===== config.mk =====
export PLATFORM = sky130hd
export DESIGN_NAME = pretrigger_capture_buffer_top
export DESIGN_NICKNAME = d
export VERILOG_FILES = /design/src/rtl/pcb_pkg.sv /design/src/rtl/pcb_store.sv /design/src/rtl/pretrigger_capture_buffer_top.sv
export SDC_FILE = /design/constraint.sdc
export NUM_CORES = 2
export LEC_CHECK = 0
export CAP_MARGIN = 30
export CORE_MARGIN = 10
export CORE_UTILIZATION = 52
export CTS_BUF_LIST = sky130_fd_sc_hd__clkbuf_4 sky130_fd_sc_hd__clkbuf_8 sky130_fd_sc_hd__clkbuf_16
export DETAILED_ROUTE_END_ITERATION = 16
export DONT_BUFFER_PORTS = 1
export PLACE_DENSITY = 0.7
export SYNTH_ARGS = -nofsm -noshare
export SYNTH_HDL_FRONTEND = slang
export SYNTH_SLANG_ARGS = --single-unit

===== constraint.sdc =====
create_clock -name clk -period 6.1 [get_ports clk]
set_input_delay 0.305 -clock clk [delete_from_list [all_inputs] [get_ports clk]]
set_output_delay 0.305 -clock clk [all_outputs]
set_load 0.01 [all_outputs]

===== src/rtl/pcb_pkg.sv =====
// Shared constants and types of the pretrigger capture buffer.
package pcb_pkg;

  // Number of entries in the capture ring (2 .. 64).
  localparam int DEPTH = 64;

  localparam int PTR_W  = $clog2(DEPTH);
  localparam int CNT_W  = $clog2(DEPTH + 1);
  localparam int WORD_W = 64;

  // Beat kinds carried in tuser.
  localparam logic [1:0] OP_SAMPLE  = 2'd0;
  localparam logic [1:0] OP_TRIGGER = 2'd1;
  localparam logic [1:0] OP_REARM   = 2'd2;

  typedef enum logic {
    ST_RUN,
    ST_REPLAY
  } state_t;

  // Request from the control logic to the sample store.
  typedef struct packed {
    logic              we;
    logic [PTR_W-1:0]  waddr;
    logic [WORD_W-1:0] wdata;
    logic              re;
    logic [PTR_W-1:0]  raddr;
  } store_req_t;

  // Ring index after idx, wrapping at the last entry.
  function automatic logic [PTR_W-1:0] ring_next(input logic [PTR_W-1:0] idx);
    logic [PTR_W-1:0] res;
    if (idx == PTR_W'(DEPTH - 1)) begin
      res = '0;
    end else begin
      res = idx + PTR_W'(1);
    end
    return res;
  endfunction

endpackage


===== src/rtl/pcb_store.sv =====
// Sample store: single write port, single read port, registered read data.
module pcb_store (
  input  logic                       clk,
  input  pcb_pkg::store_req_t        req,
  output logic [pcb_pkg::WORD_W-1:0] rdata
);

  logic [pcb_pkg::WORD_W-1:0] mem [pcb_pkg::DEPTH];
  logic [pcb_pkg::WORD_W-1:0] rdata_r;

  always_ff @(posedge clk) begin
    if (req.we) begin
      mem[req.waddr] <= req.wdata;
    end
  end

  // Read data holds until the next read.
  always_ff @(posedge clk) begin
    if (req.re) begin
      rdata_r <= mem[req.raddr];
    end
  end

  assign rdata = rdata_r;

endmodule


===== src/rtl/pretrigger_capture_buffer_top.sv =====
// Pretrigger capture buffer: ring capture before a trigger, replay, then passthrough.
// Flow: a passthrough beat enters the output register in the cycle after it is accepted;
//   replay words move from the store's read register to it, one per cycle while consumed.
// Throughput: one input beat per cycle while the output register has room; no input is
//   taken during a replay, which is paced by the single read port of the sample store.
// Reset: synchronous, active low; clears state, pointers, count, trigger flag, replay bookkeeping and handshakes.
module pretrigger_capture_buffer_top (
  input  logic        clk,
  input  logic        rst_n,
  // Input channel
  input  logic        in_tvalid,
  output logic        in_tready,
  input  logic [63:0] in_tdata,   // sample_time[23:0], sample_altitude[47:24], sample_accel[63:48]
  input  logic [1:0]  in_tuser,   // opcode[1:0]
  // Result channel
  output logic        out_tvalid,
  input  logic        out_tready,
  output logic [63:0] out_tdata,  // out_time[23:0], out_altitude[47:24], out_accel[63:48]
  output logic        out_tlast   // last_of_run
);

  localparam int PTR_W = pcb_pkg::PTR_W;
  localparam int CNT_W = pcb_pkg::CNT_W;

  // Control state.
  pcb_pkg::state_t  state_r, state_nxt;
  logic             triggered_r, triggered_nxt;
  logic [PTR_W-1:0] wp_r, wp_nxt;
  logic [CNT_W-1:0] count_r, count_nxt;
  logic [PTR_W-1:0] ridx_r, ridx_nxt;
  logic [CNT_W-1:0] remain_r, remain_nxt;
  logic             rd_pend_r, rd_pend_nxt;
  logic             last_pend_r, last_pend_nxt;
  logic             out_valid_r, out_valid_nxt;

  // Output payload register.
  logic [63:0]      out_data_r, out_data_nxt;
  logic             out_last_r, out_last_nxt;

  logic                 in_fire;
  logic                 out_free;
  logic                 rd_issue;
  logic                 rd_deliver;
  logic                 ring_full;
  logic                 do_trigger;
  logic                 do_pass;
  logic [63:0]          rdata;
  pcb_pkg::store_req_t  store_req;

  assign out_free   = !out_valid_r || out_tready;
  assign in_fire    = in_tvalid && in_tready;
  assign ring_full  = (count_r == CNT_W'(pcb_pkg::DEPTH));

  // A passthrough beat is any sample or trigger once the trigger flag is set.
  assign do_pass    = in_fire && triggered_r &&
                      (in_tuser == pcb_pkg::OP_SAMPLE || in_tuser == pcb_pkg::OP_TRIGGER);
  // The first trigger starts a replay, unless the ring holds nothing.
  assign do_trigger = in_fire && !triggered_r && (in_tuser == pcb_pkg::OP_TRIGGER);

  // Next state.
  always_comb begin
    state_nxt = state_r;
    case (state_r)
      pcb_pkg::ST_RUN: begin
        if (do_trigger && (count_r != '0)) begin
          state_nxt = pcb_pkg::ST_REPLAY;
        end
      end
      pcb_pkg::ST_REPLAY: begin
        if (rd_deliver && last_pend_r) begin
          state_nxt = pcb_pkg::ST_RUN;
        end
      end
      default: state_nxt = pcb_pkg::ST_RUN;
    endcase
  end

  // State machine outputs. Input is taken only outside a replay and only when the
  // output register has room. During a replay, the next read is issued in the same
  // cycle as the pending word moves into the output register.
  always_comb begin
    in_tready  = 1'b0;
    rd_deliver = 1'b0;
    rd_issue   = 1'b0;
    case (state_r)
      pcb_pkg::ST_RUN: begin
        in_tready = out_free;
      end
      pcb_pkg::ST_REPLAY: begin
        rd_deliver = rd_pend_r && out_free;
        rd_issue   = (remain_r != '0) && (!rd_pend_r || rd_deliver);
      end
      default: begin
        in_tready = 1'b0;
      end
    endcase
  end

  // Store access: samples are written before the trigger, the ring is read during replay.
  always_comb begin
    store_req.we    = in_fire && !triggered_r && (in_tuser == pcb_pkg::OP_SAMPLE);
    store_req.waddr = wp_r;
    store_req.wdata = in_tdata;
    store_req.re    = rd_issue;
    store_req.raddr = ridx_r;
  end

  pcb_store u_store (
    .clk   (clk),
    .req   (store_req),
    .rdata (rdata)
  );

  // Pointer, count, trigger flag and replay bookkeeping.
  always_comb begin
    triggered_nxt = triggered_r;
    wp_nxt        = wp_r;
    count_nxt     = count_r;
    ridx_nxt      = ridx_r;
    remain_nxt    = remain_r;
    rd_pend_nxt   = rd_pend_r;
    last_pend_nxt = last_pend_r;

    if (in_fire) begin
      case (in_tuser)
        pcb_pkg::OP_REARM: begin
          triggered_nxt = 1'b0;
          wp_nxt        = '0;
          count_nxt     = '0;
        end
        pcb_pkg::OP_SAMPLE: begin
          if (!triggered_r) begin
            wp_nxt = pcb_pkg::ring_next(wp_r);
            if (!ring_full) begin
              count_nxt = count_r + CNT_W'(1);
            end
          end
        end
        pcb_pkg::OP_TRIGGER: begin
          if (!triggered_r) begin
            triggered_nxt = 1'b1;
            // Oldest entry sits at the write pointer once the ring has wrapped.
            ridx_nxt      = ring_full ? wp_r : '0;
            remain_nxt    = count_r;
          end
        end
        default: begin
          triggered_nxt = triggered_r;
        end
      endcase
    end

    if (rd_deliver) begin
      rd_pend_nxt = 1'b0;
    end
    if (rd_issue) begin
      rd_pend_nxt   = 1'b1;
      last_pend_nxt = (remain_r == CNT_W'(1));
      remain_nxt    = remain_r - CNT_W'(1);
      ridx_nxt      = pcb_pkg::ring_next(ridx_r);
    end
  end

  // Output register: a replay word, a passthrough beat, or drained by the consumer.
  always_comb begin
    out_valid_nxt = out_valid_r;
    out_data_nxt  = out_data_r;
    out_last_nxt  = out_last_r;
    if (rd_deliver) begin
      out_valid_nxt = 1'b1;
      out_data_nxt  = rdata;
      out_last_nxt  = last_pend_r;
    end else if (do_pass) begin
      out_valid_nxt = 1'b1;
      out_data_nxt  = in_tdata;
      out_last_nxt  = 1'b1;
    end else if (out_tready) begin
      out_valid_nxt = 1'b0;
    end
  end

  always_ff @(posedge clk) begin
    if (!rst_n) begin
      state_r     <= pcb_pkg::ST_RUN;
      triggered_r <= 1'b0;
      wp_r        <= '0;
      count_r     <= '0;
      ridx_r      <= '0;
      remain_r    <= '0;
      rd_pend_r   <= 1'b0;
      last_pend_r <= 1'b0;
      out_valid_r <= 1'b0;
    end else begin
      state_r     <= state_nxt;
      triggered_r <= triggered_nxt;
      wp_r        <= wp_nxt;
      count_r     <= count_nxt;
      ridx_r      <= ridx_nxt;
      remain_r    <= remain_nxt;
      rd_pend_r   <= rd_pend_nxt;
      last_pend_r <= last_pend_nxt;
      out_valid_r <= out_valid_nxt;
    end
  end

  always_ff @(posedge clk) begin
    out_data_r <= out_data_nxt;
    out_last_r <= out_last_nxt;
  end

  assign out_tvalid = out_valid_r;
  assign out_tdata  = out_data_r;
  assign out_tlast  = out_last_r;

endmodule


==> qor.yml <==
status:
  outcome: "completed"
synth:
  synth_cells: 7365
  ys_top_cells_by_area: "edfxtp_1 78%, mux4_2 12%, mux2i_1 2.2%, o22ai_1 0.99%, a22oi_1 0.77%"
  synth.distinct_cells: 55
  syn_nets: 7445
  synth_most_common_cell: "edfxtp_1"
  ys_seq_area_frac: 0.787
  yosysTopAreaCellShare: 0.783
  syn_area_per_cell_um2: 22.0
  synth-async-reset-ratio: 0
  yosysWarnings: 0
  syn_area_um2: 162000
  synth_edf_count: 4225
  ys_ff_latch: 4256
  yosys-top-cells-count: "4225 x edfxtp_1, 832 x mux4_2, 358 x mux2i_1, 256 x o22ai_1, 221 x nand2_1"
  synthFlopType: "edfxtp_1"
  synth_largest_area_cell: "edfxtp_1"
power:
  power_density_nw_per_um2: 319
  vdd_drop_max_mv: 0.248
  p_leak_uw: 0.0552
drt:
  drc: 0
  drtPass1Iterations: 6
  drt_wl_total_um: 433000
  post_drt_wl_per_cell_um: 35.4
  viasPerCell: 6.66
  ant_nets: 0
  first_iter_violations: 12520
  vias: 81386
die:
  io_pins: 137
  dieArea_um2: 334000
  coreArea_um2: 309000
  initial_core_util: 0.524
  dieWidth_um: 578
  std_cell_rows: 204
  die_h_um: 578
global_routing:
  overflow: 0
  antenna_found_initial: 15
  grt_usage: 0.255
  grt_pass1_wl_um: 613000
  grt_pass1_vias: 80974
  grt_max_degree: 120
finish:
  final_nets: 7831
  area.growth.synth_to_final_pct: 13.9
  final_area_um2: 184000
  drive_gt1_frac: 0.247
worst_setup_path:
  cp_slowest_stage_delay_ns: 0.82
  critPathRequiredTime_ns: 6.89
  crit_path_end_kind: "flip-flop"
  critPathMaxFanout: 38
  start_kind: "flip-flop"
  cp_slowest_cell: "dfxtp_4"
  crit_type: "reg -> reg"
  crit_buf_inv: 2
  cp_cell_sequence: "buf_4 -> nor2b_4 -> buf_12 -> a221oi_1 -> o21ai_0 -> a41oi_1"
  cpLargestDelayFamily: "compound AO/OA/AOI/OAI gates"
  crit_arrival_ns: 4.86
timing:
  period_share: 0.667
  hold_viol: 0
  skew_ns: 0.0696
  setup_viol: 0
  fin_tns_setup_ns: 0
  fin_hold_ws_ns: 0.0780
  slew-limit-headroom: 0.248
  max_slew.worst_pin.slew_ns: 1.13
  period_needed_ns: 4.07
  fmax_mhz: 246
  rsz0062_at_grt: "no"
  maxSlewViolCount: 0
clocking:
  clock_tree.root_cell: "clkbuf_16"
  h-tree-depth: 5
  cts_max_path_buffers: 4
  post-cts-setup-buffers: 0
  clock_latency_ns: 1.01
  numCtsBuffers: 411
  cts_sinks: 4256
  cts.reportedPaths.clkPinSlew_ns: 0.06
  cts_tree: "yes"
placed_design:
  routabilityCongestion: 0.821
  dp_hpwl_um: 233000
  portBuffers: 0
  place_area_um2: 168000
hold_path:
  hp-class: "in -> reg"
run:
  drv_cap: 0
==> flip-flops by register name, summed over array words and instances (netlist names), 6 cells and up <==
| signal | cells |
|---|---|
| u_store.mem | 4096 |
| out_tdata | 64 |
| u_store.rdata | 64 |
| count_r | 7 |
| remain_r | 7 |
| ridx_r | 6 |
| wp_r | 6 |
==> cells in the final DEF, fill, tap and decap left out, types with 25 or more instances in the layout <==
| cell type | count |
|---|---|
| edfxtp_1 | 4225 |
| mux4_2 | 832 |
| clkbuf_16 | 413 |
| mux2i_1 | 358 |
| o22ai_1 | 256 |
| nand2_1 | 221 |
| buf_4 | 204 |
| a22oi_1 | 166 |
| nand2b_1 | 110 |
| a32oi_1 | 102 |
| clkbuf_4 | 98 |
| clkinv_1 | 96 |
| dlygate4sd3_1 | 73 |
| nor2_4 | 67 |
| buf_16 | 67 |
| clkinv_2 | 64 |
| nor4_1 | 63 |
| nor2_1 | 60 |
| buf_12 | 58 |
| o2111ai_1 | 54 |
| o21a_1 | 54 |
| a221oi_2 | 51 |
| bufinv_16 | 41 |
| o21ai_0 | 36 |
| a221oi_1 | 28 |
| mux2_2 | 27 |
| dfxtp_1 | 25 |
==> tightest hold or removal path, delay by kind of cell <==
| kind | cells | cell delay [ns] |
|---|---|---|
| compound gates | 2 | 0.13 |
| simple gates | 3 | 0.57 |
==> cell families after synthesis <==
group,after synthesis,synth area share
and+or+nand+nor,595,0.0176
adders and majority gates,10,0.000773
muxes,1217,0.140
AOI/OAI and AO/OA,820,0.0392
DFF,4256,0.787
xor gates and xnor gates,10,0.000541
buffers and inverters,457,0.0149
==> report_power, final <==
part / switching, uW / internal (uW)
clock: 11000 / 14700
sequential: 15.4 / 32200
combinational: 688 / 246
==> per-stage QoR <==
step	total power [uW]	cells	utilization	worst slack [ns]
floorplan	33000	7365	-	0.166
global placement	33100	11301	0.543	1.97
detailed placement	33100	11317	0.544	2.33
CTS	59000	12211	0.596	2.27
global route	60200	12219	0.596	2.15
finish	58800	12223	0.596	2.03
==> area by class of cell <==
cell class              count  area (um2)
multi-input cells        2652       32600
clock inverters           243        2630
repair buffers            407        5300
flip-flops and latches   4256      128000
clock buffers             514       11100
inverters                  23        88.8
fillers                 21158      125000
well taps                4120        5150
diodes                      8        20.0
==> layer usage <==
layer  GRT usage  vias to the layer above  wire length, um
met5           0                        -               43
met4       0.102                        6            19600
met3      0.0537                      841            47900
met2       0.394                     5296           203000
met1       0.360                    43095           163000
li1            -                    32148                -
==> final timing paths <==
kind	cells after the start	slack, ns	end	startpoint
setup / recovery	6	2.03	u_store.rdata[56]$_DFFE_PP_	ridx_r[2]$_SDFFE_PN0P_
hold / removal	5	0.08	wp_r[1]$_SDFFE_PN0P_	out_tready
setup reg to reg	6	2.03	u_store.rdata[56]$_DFFE_PP_	ridx_r[2]$_SDFFE_PN0P_
hold reg to reg	2	0.48	last_pend_r$_SDFFE_PN0P_	last_pend_r$_SDFFE_PN0P_
==> timing repair <==
item / CTS / global route
endpoints found under the hold margin: 4191 / 0
hold buffers: 137 / 0
gates resized for setup: 0 / 0
Note: power is estimated with default switching activity, not from simulation.
